===== config.mk =====
export PLATFORM = sky130hd
export DESIGN_NAME = rcf_out_fifo
export DESIGN_NICKNAME = d
export VERILOG_FILES = /design/src/rtl/rcf_pkg.sv /design/src/rtl/rcf_out_fifo.sv
export SDC_FILE = /design/constraint.sdc
export NUM_CORES = 1
export LEC_CHECK = 0
export BUFFER_PORTS_ARGS = -buffer_cell sky130_fd_sc_hd__buf_2
export CORE_MARGIN = 3
export CORE_UTILIZATION = 50
export CTS_BUF_LIST = sky130_fd_sc_hd__clkbuf_8
export DETAILED_ROUTE_END_ITERATION = 16
export HOLD_SLACK_MARGIN = 0.03
export PLACE_DENSITY = 0.68
export RECOVER_POWER = 25
export REMOVE_ABC_BUFFERS = 1
export SYNTH_ARGS = -nofsm -noshare
export SYNTH_HDL_FRONTEND = slang
export SYNTH_SLANG_ARGS = --single-unit
export TNS_END_PERCENT = 100

===== constraint.sdc =====
create_clock -name clk -period 6.2 [get_ports clk]
set_input_delay 0.62 -clock clk [delete_from_list [all_inputs] [get_ports clk]]
set_output_delay 0.62 -clock clk [all_outputs]
set_load 0.02 [all_outputs]

===== src/rtl/rcf_pkg.sv =====
// types, constants and helpers for the rgb 3x3 convolution filter
// no dependencies; imported by every module of the block but rcf_ram
package rcf_pkg;

  localparam int MAX_LINE_PIXELS     = 1024;
  localparam int COEFF_FRACTION_BITS = 12;
  localparam int COEFF_W             = 18;
  localparam int CROW_W              = 3 * COEFF_W;
  localparam int COL_W               = $clog2(MAX_LINE_PIXELS);
  localparam int WIDTH_W             = 11;
  localparam int HEIGHT_W            = 12;
  localparam int ROW_W               = 12;
  localparam int PIX_W               = 24;
  localparam int LINE_W              = 2 * PIX_W;
  localparam int PROD_W              = COEFF_W + 9;
  localparam int RSUM_W              = PROD_W + 2;
  localparam int SUM_W               = RSUM_W + 2;
  localparam int FIFO_DEPTH          = 8;
  localparam int FIFO_AW             = $clog2(FIFO_DEPTH);
  localparam int CNT_W               = FIFO_AW + 1;
  localparam int CFG_IDX_W           = 3;

  localparam logic [WIDTH_W-1:0]  WIDTH_MIN     = WIDTH_W'(3);
  localparam logic [WIDTH_W-1:0]  WIDTH_MAX     = WIDTH_W'(MAX_LINE_PIXELS);
  localparam logic [HEIGHT_W-1:0] HEIGHT_MIN    = HEIGHT_W'(3);
  localparam logic [WIDTH_W-1:0]  WIDTH_RESET   = WIDTH_W'(640);
  localparam logic [HEIGHT_W-1:0] HEIGHT_RESET  = HEIGHT_W'(480);
  localparam logic [CROW_W-1:0]   CTOP_RESET    = CROW_W'(0);
  localparam logic [CROW_W-1:0]   CMID_RESET    = CROW_W'(4096);
  localparam logic [CROW_W-1:0]   CBOT_RESET    = CROW_W'(0);

  typedef enum logic [CFG_IDX_W-1:0] {
    CFG_FRAME_WIDTH  = 3'd0,
    CFG_FRAME_HEIGHT = 3'd1,
    CFG_COEFF_TOP    = 3'd2,
    CFG_COEFF_MIDDLE = 3'd3,
    CFG_COEFF_BOTTOM = 3'd4
  } cfg_idx_t;

  typedef struct packed {
    logic [7:0] pixel_red;
    logic [7:0] pixel_green;
    logic [7:0] pixel_blue;
  } rcf_in_t;

  typedef struct packed {
    logic [7:0] filtered_red;
    logic [7:0] filtered_green;
    logic [7:0] filtered_blue;
    logic       frame_done;
  } rcf_out_t;

  typedef logic [8:0][PIX_W-1:0] window_t;

  typedef struct packed {
    logic vld;
    logic emit;
    logic done;
  } rcf_ctl_t;

  // colour 0 red, 1 green, 2 blue
  function automatic logic [7:0] pix_chan(logic [PIX_W-1:0] p, int unsigned c);
    logic [7:0] v;
    case (c)
      0:       v = p[23:16];
      1:       v = p[15:8];
      default: v = p[7:0];
    endcase
    return v;
  endfunction

  // truncate toward zero, clamp to 0..255
  function automatic logic [7:0] saturate(logic signed [SUM_W-1:0] s);
    logic [SUM_W-1-COEFF_FRACTION_BITS:0] q;
    logic [7:0]                           r;
    q = s[SUM_W-1:COEFF_FRACTION_BITS];
    if (s <= 0) begin
      r = 8'd0;
    end else if (|q[SUM_W-1-COEFF_FRACTION_BITS:8]) begin
      r = 8'hFF;
    end else begin
      r = q[7:0];
    end
    return r;
  endfunction

endpackage


===== src/rtl/rcf_out_fifo.sv =====
// result queue between the filter pipeline and the output channel
// depends on rcf_pkg
module rcf_out_fifo
  import rcf_pkg::*;
(
  input  logic     clk,
  input  logic     rst_n,
  input  logic     push,
  input  rcf_out_t push_data,
  input  logic     pop,
  output logic     not_empty,
  output rcf_out_t head
);

  rcf_out_t           mem_r [FIFO_DEPTH];
  logic [FIFO_AW-1:0] wr_ptr_r, rd_ptr_r;
  logic [CNT_W-1:0]   count_r, count_nxt;

  always_comb begin
    count_nxt = count_r;
    if (push && !pop) begin
      count_nxt = count_r + CNT_W'(1);
    end else if (pop && !push) begin
      count_nxt = count_r - CNT_W'(1);
    end
  end

  always_ff @(posedge clk) begin
    if (!rst_n) begin
      wr_ptr_r <= '0;
      rd_ptr_r <= '0;
      count_r  <= '0;
    end else begin
      count_r <= count_nxt;
      if (push) begin
        wr_ptr_r <= wr_ptr_r + FIFO_AW'(1);
      end
      if (pop) begin
        rd_ptr_r <= rd_ptr_r + FIFO_AW'(1);
      end
    end
  end

  always_ff @(posedge clk) begin
    if (push) begin
      mem_r[wr_ptr_r] <= push_data;
    end
  end

  assign not_empty = count_r != '0;
  assign head      = mem_r[rd_ptr_r];

endmodule


==> results of run 1 <==
-- per-stage QoR --
stage,setup slack (ns),instance area (µm²),hold WS (ns)
after floorplan,2.99,8230,0.440
after global placement,3.26,8860,0.456
after detailed placement,3.26,8860,0.478
after CTS,2.71,9500,0.356
after global routing,2.62,9480,0.405
final,2.76,9480,0.399
-- metal layers --
metal  GRT usage [%]  vias to the layer above  wire length, µm
li1                -                     1693                -
met1            22.0                     1889             6180
met2            26.7                       88             7210
met3            3.50                       25              695
met4            5.88                        0              255
met5               0                        -                0
-- final cells by class --
cell class,count,area [µm²],share of cell area (%)
multi-input combinational,126,2010,21.2
sequential,213,6270,66.1
tap,216,270,2.85
timing repair buffer,59,284,3.00
clock buffer,37,509,5.37
inverter,2,7.51,0.0792
clock inverter,27,129,1.36
-- power groups by stage --
stage	registers, mW	logic [mW]	clock network [mW]
after CTS	1.64	0.286	1.12
after global routing	1.64	0.301	1.20
after detailed placement	1.67	0.285	0
after floorplan	1.68	0.174	0
final	1.64	0.278	1.09
after global placement	1.66	0.278	0
-- sequential cells by signal (all words and copies together), names as in the netlist, named ones only --
signal and count:
mem_r 200, count_r 4, rd_ptr_r 3, wr_ptr_r 3
-- cell usage in the layout, fill, tap and decap left out, types with 3 or more instances in the layout --
cell type / n
xnor2_1: 4
edfxtp_1: 200
dfxtp_1: 11
clkbuf_1: 19
mux4_1: 50
mux2i_1: 4
inv_1: 20
nor2b_1: 3
buf_4: 5
clkbuf_8: 37
and2_1: 7
buf_2: 35
ha_1: 5
nor2_4: 6
mux2_2: 25
nand2_1: 6
clkinv_1: 7
nand2b_1: 4
-- worst paths after layout --
path / to / slack [ns]
min reg2reg: count_r[3]$_SDFFE_PN0P_ / 0.48
max reg2reg: mem_r[0][16]$_DFFE_PP_ / 4.29
max: head[8] / 2.76
min: mem_r[2][15]$_DFFE_PP_ / 0.40
-- cells by family (layout without fill, tap and decap cells) --
group | Yosys count | count (layout) | synth area share [%]
AOI/OAI and AO/OA | 4 | 4 | 0.285
muxes | 79 | 79 | 19.6
and+or+nand+nor | 31 | 31 | 1.91
xor gates and xnor gates | 6 | 6 | 0.630
DFF | 213 | 213 | 75.2
adders and majority gates | 6 | 6 | 0.991
buffers and inverters | 19 | 125 | 1.40
-- worst register-to-register path, cell delays in order (launching register included) --
cell and delay (ns):
dfxtp_1 0.32, nand2b_1 0.30, nor3_2 0.46, buf_4 0.46
==> results.sh, run 1 <==
export IMPL_rows=46
export IMPL_cp_end_kind="output pin"
export IMPL_nets=473
export IMPL_tns_ns=0
export IMPL_dieArea_mm2=0.0183
export IMPL_max_slew_margin_rel_pct=31.8
export IMPL_swShare_pct=22.4
export IMPL_instances_no_fill=680
export IMPL_r2r_start="wr_ptr_r[2]$_SDFFE_PN0P_"
export IMPL_yosys_area_top_type="edfxtp_1"
export IMPL_ys_top_cells_by_count="200 x edfxtp_1, 50 x mux4_1, 25 x mux2_2, 13 x dfxtp_1"
export IMPL_gp_congestion=0.683
export IMPL_path_cells="buf_4 -> mux4_1 -> mux2_2 -> buf_2"
export IMPL_grt_use_total_pct=16.3
export IMPL_cp_slowest_cell="mux4_1"
export IMPL_startpoint_type="register"
export IMPL_insertion_delay_ns=0.50
export IMPL_drcViolationCount=0
export IMPL_finalMaxSlewViolations=0
export IMPL_syn_area_mm2=0.00834
export IMPL_powerDensity_mw_per_mm2=317
export IMPL_path_clk_slew_ns=0.06
export IMPL_ys_async_sr_fraction_pct=0
export IMPL_wl_per_cell_um=21.1
export IMPL_tightestPinTransition_ns=1.02
export IMPL_cts_buffer_depth=3
export IMPL_layout_drive_gt1_share_pct=24.6
export IMPL_synth_warnings=0
export IMPL_dpl_hpwl_mm=7.47
export IMPL_hold_path_class="in -> reg"
export IMPL_min_path_cells=1
export IMPL_synth_top_area_share_pct=72.1
export IMPL_worstSetupPathType="reg -> out"
export IMPL_core_area_mm2=0.0161
export IMPL_wirelength_mm=14.3
export IMPL_synth_most_common_cell="edfxtp_1"
export IMPL_cap_viol_max_count=0
export IMPL_cp_top_family="multiplexers"
export IMPL_netlist_instances=358
export IMPL_synth_avg_cell_area_um2=23.3
export IMPL_diodes=0
export IMPL_p_switching_uw=672
export IMPL_grt_setup_unrepaired="no"
export IMPL_slowest_delay_ns=0.63
export IMPL_combPwrFrac_pct=9.2
export IMPL_postCtsSetupRepairBufs=0
export IMPL_ant_nets=0
export IMPL_yosysSeqAreaShare_pct=75.2
export IMPL_area_growth_syn_to_layout_pct=13.7
export IMPL_ys_flop_type="edfxtp_1"
export IMPL_first_pass_iters=4
export IMPL_final_core_util_pct=58.8
export IMPL_grt_overflow=0
export IMPL_leakage_nw=3.21
export IMPL_power_frac_seq_pct=54.4
export IMPL_io_pins=55
export IMPL_synthTopCellsByArea="edfxtp_1 72%, mux4_1 16%, mux2_2 3.4%"
export IMPL_synth_edf_count=200
export IMPL_drt_vias_per_instance=5.43
export IMPL_hold_viol_final=0
export IMPL_finalCritPeriodShare_pct=55.5
export IMPL_cts_tree="yes"
export IMPL_fin_crit_ns=3.44
export IMPL_vias=3695
export IMPL_timing_hold_worst_start="push_data[15]"
export IMPL_r2r_cells=3
export IMPL_p_int_mw=2.33
export IMPL_fmax_mhz=290
export IMPL_ctsHoldBuffers=0
export IMPL_die_w_um=135
export IMPL_dp_cells=616
export IMPL_io_buffers=54
export IMPL_ys_ff_latch=213
export IMPL_cts_max_level=2
export IMPL_ir_drop_mv=0.178
export IMPL_crit_buf_inv=2
export IMPL_worstPathRequired_ns=5.58
export IMPL_root_buffer="clkbuf_8"
export IMPL_initial_core_util_pct=51.7
export IMPL_synth_cell_types=25
export IMPL_grt_pass1_wl_mm=22.0
export IMPL_cts_buffers=36
export IMPL_cts_sinks=213
export IMPL_grt_pass1_vias=3925
export IMPL_die_h_um=135
export IMPL_grt_start_max_net_pins=51
export IMPL_clkPwrFrac_pct=36.3
export IMPL_worstSetupPathDepth=4
export IMPL_finalPower_mw=3.01
export IMPL_post_cts_resized=0
export IMPL_status="completed"
export IMPL_drtIter0Drc=210
export IMPL_skew_ns=0.0156
export IMPL_antenna_found_initial=0
export IMPL_arrival_ns=2.82
export IMPL_critical_path_max_fanout=36
export IMPL_fillers=1189
export IMPL_setup_viol_count_final=0
Power figures use the tool's default switching activity.
==> run 2: changes to the inputs <==
==> constraint.sdc (replaced) <==
create_clock -name clk -period 3.5 [get_ports clk]
set_input_delay 0.35 -clock clk [delete_from_list [all_inputs] [get_ports clk]]
set_output_delay 0.35 -clock clk [all_outputs]
set_load 0.02 [all_outputs]
==> results.sh, run 2 (synthesis results as in run 1) <==
export IMPL_layout_drive_gt1_share_pct=26.7
export IMPL_met1_usage_pct=22.9
export IMPL_core_area_mm2=0.0161
export IMPL_fin_crit_ns=2.79
export IMPL_final_common_cell="edfxtp_1"
export IMPL_grt_pass1_wl_mm=22.6
export IMPL_place_area_mm2=0.00892
export IMPL_ctsHoldBuffers=0
export IMPL_postCtsSetupRepairBufs=0
export IMPL_area_growth_syn_to_layout_pct=14.0
export IMPL_cts_tree="yes"
export IMPL_grt_pass1_vias=3986
export IMPL_gp_congestion=0.680
export IMPL_fmax_mhz=359
export IMPL_path_clk_slew_ns=0.06
export IMPL_cts_buffers=35
export IMPL_regMostFlops="mem_r"
export IMPL_cap_viol_max_count=0
export IMPL_cts_buffer_depth=3
export IMPL_largest_reg_flops=200
export IMPL_finalMaxSlewViolations=0
export IMPL_drcViolationCount=0
export IMPL_worstPathRequired_ns=3.15
export IMPL_whs_ns=0.134
export IMPL_dpl_hpwl_mm=8.36
export IMPL_drt_vias_per_instance=5.50
export IMPL_layout_common_cells="200 x edfxtp_1, 50 x mux4_1, 38 x buf_2"
export IMPL_die_h_um=135
export IMPL_initial_core_util_pct=51.7
export IMPL_vias=3739
export IMPL_grt_setup_unrepaired="no"
export IMPL_wl_per_cell_um=21.5
export IMPL_arrival_ns=2.44
export IMPL_finalCritPeriodShare_pct=79.7
export IMPL_worstSetupPathType="reg -> out"
export IMPL_startpoint_type="register"
export IMPL_tightestPinTransition_ns=1.02
export IMPL_hold_viol_final=0
export IMPL_drtIter0Drc=254
export IMPL_final_core_util_pct=59.0
export IMPL_tns_ns=0
export IMPL_setup_viol_count_final=0
export IMPL_die_w_um=135
export IMPL_io_buffers=54
export IMPL_nets=478
export IMPL_top_regs="mem_r: 200 flops, count_r: 4 flops"
export IMPL_rows=46
export IMPL_instances_no_fill=680
export IMPL_post_cts_resized=0
export IMPL_grt_busiest_layer="met2"
export IMPL_use_met3_pct=4.17
export IMPL_insertion_delay_ns=0.50
export IMPL_dp_cells=622
export IMPL_final_cell_area_mm2=0.00950
export IMPL_grt_overflow=0
export IMPL_max_slew_margin_rel_pct=32.1
export IMPL_diodes=0
export IMPL_antenna_found_initial=0
export IMPL_io_pins=55
export IMPL_cp_end_kind="output pin"
export IMPL_finalPower_mw=5.29
export IMPL_wirelength_mm=14.6
export IMPL_critical_path_max_fanout=13
export IMPL_cts_max_level=2
export IMPL_dpl_worst_slack_ns=1.22
export IMPL_ant_nets=0
export IMPL_powerDensity_mw_per_mm2=556
export IMPL_use_met2_pct=26.3
export IMPL_setup_slack_ns=0.711
export IMPL_skew_ns=0.0182
export IMPL_grt_use_total_pct=16.5
export IMPL_status="completed"
export IMPL_grt_start_max_net_pins=26
export IMPL_leakage_nw=3.22
export IMPL_hold_path_class="in -> reg"
export IMPL_cts_sinks=213
export IMPL_dieArea_mm2=0.0183
export IMPL_root_buffer="clkbuf_8"
export IMPL_ir_drop_mv=0.300
export IMPL_first_pass_iters=4
[run 2: changes by cell type in the layout (fill, tap and decap cells not counted), sizes merged]
| cell | before | now |
|---|---|---|
| inv | 20 | 16 |
| clkbuf | 56 | 51 |
| clkinvlp | 0 | 1 |
| clkinv | 8 | 7 |
| buf | 40 | 49 |
[run 2: report_power, final]
part	leakage [nW]	switching [mW]	total [mW]	internal (mW)
registers	1.92	0.0429	2.91	2.87
clock network	0.359	0.885	1.88	1.00
logic	0.934	0.262	0.493	0.230
total	3.22	1.19	5.29	4.10
[run 2: area by class of cell]
cell class	count	area (µm²)
fillers	1208	6610
flip-flops and latches	213	6270
multi-input cells	126	2010
clock buffers	35	482
repair buffers	65	345
well taps	216	270
clock inverters	23	120
inverters	2	7.51
[run 2: final timing paths]
kind / from / end / slack (ns) / cells past startpoint
max: register / head[16] / 0.71 / 4
min reg2reg: count_r[3]$_SDFFE_PN0P_ / count_r[3]$_SDFFE_PN0P_ / 0.48 / 2
min: push_data[14] / mem_r[4][14]$_DFFE_PP_ / 0.13 / 1
max reg2reg: wr_ptr_r[0]$_SDFFE_PN0P_ / mem_r[7][2]$_DFFE_PP_ / 1.60 / 2
[run 2: layer usage]
metal / routed length (µm) / part of all wire, % / vias to the layer above
met5: 0 / 0 / -
met4: 257 / 1.8 / 0
met3: 771 / 5.3 / 29
met2: 7130 / 49 / 94
met1: 6480 / 44 / 1917
li1: - / - / 1699
[run 2: critical path, stage by stage (launching register included)]
cell and delay, ns:
dfxtp_2 0.57, buf_4 0.33, mux4_1 0.60, mux2_2 0.28
buf_2 0.16
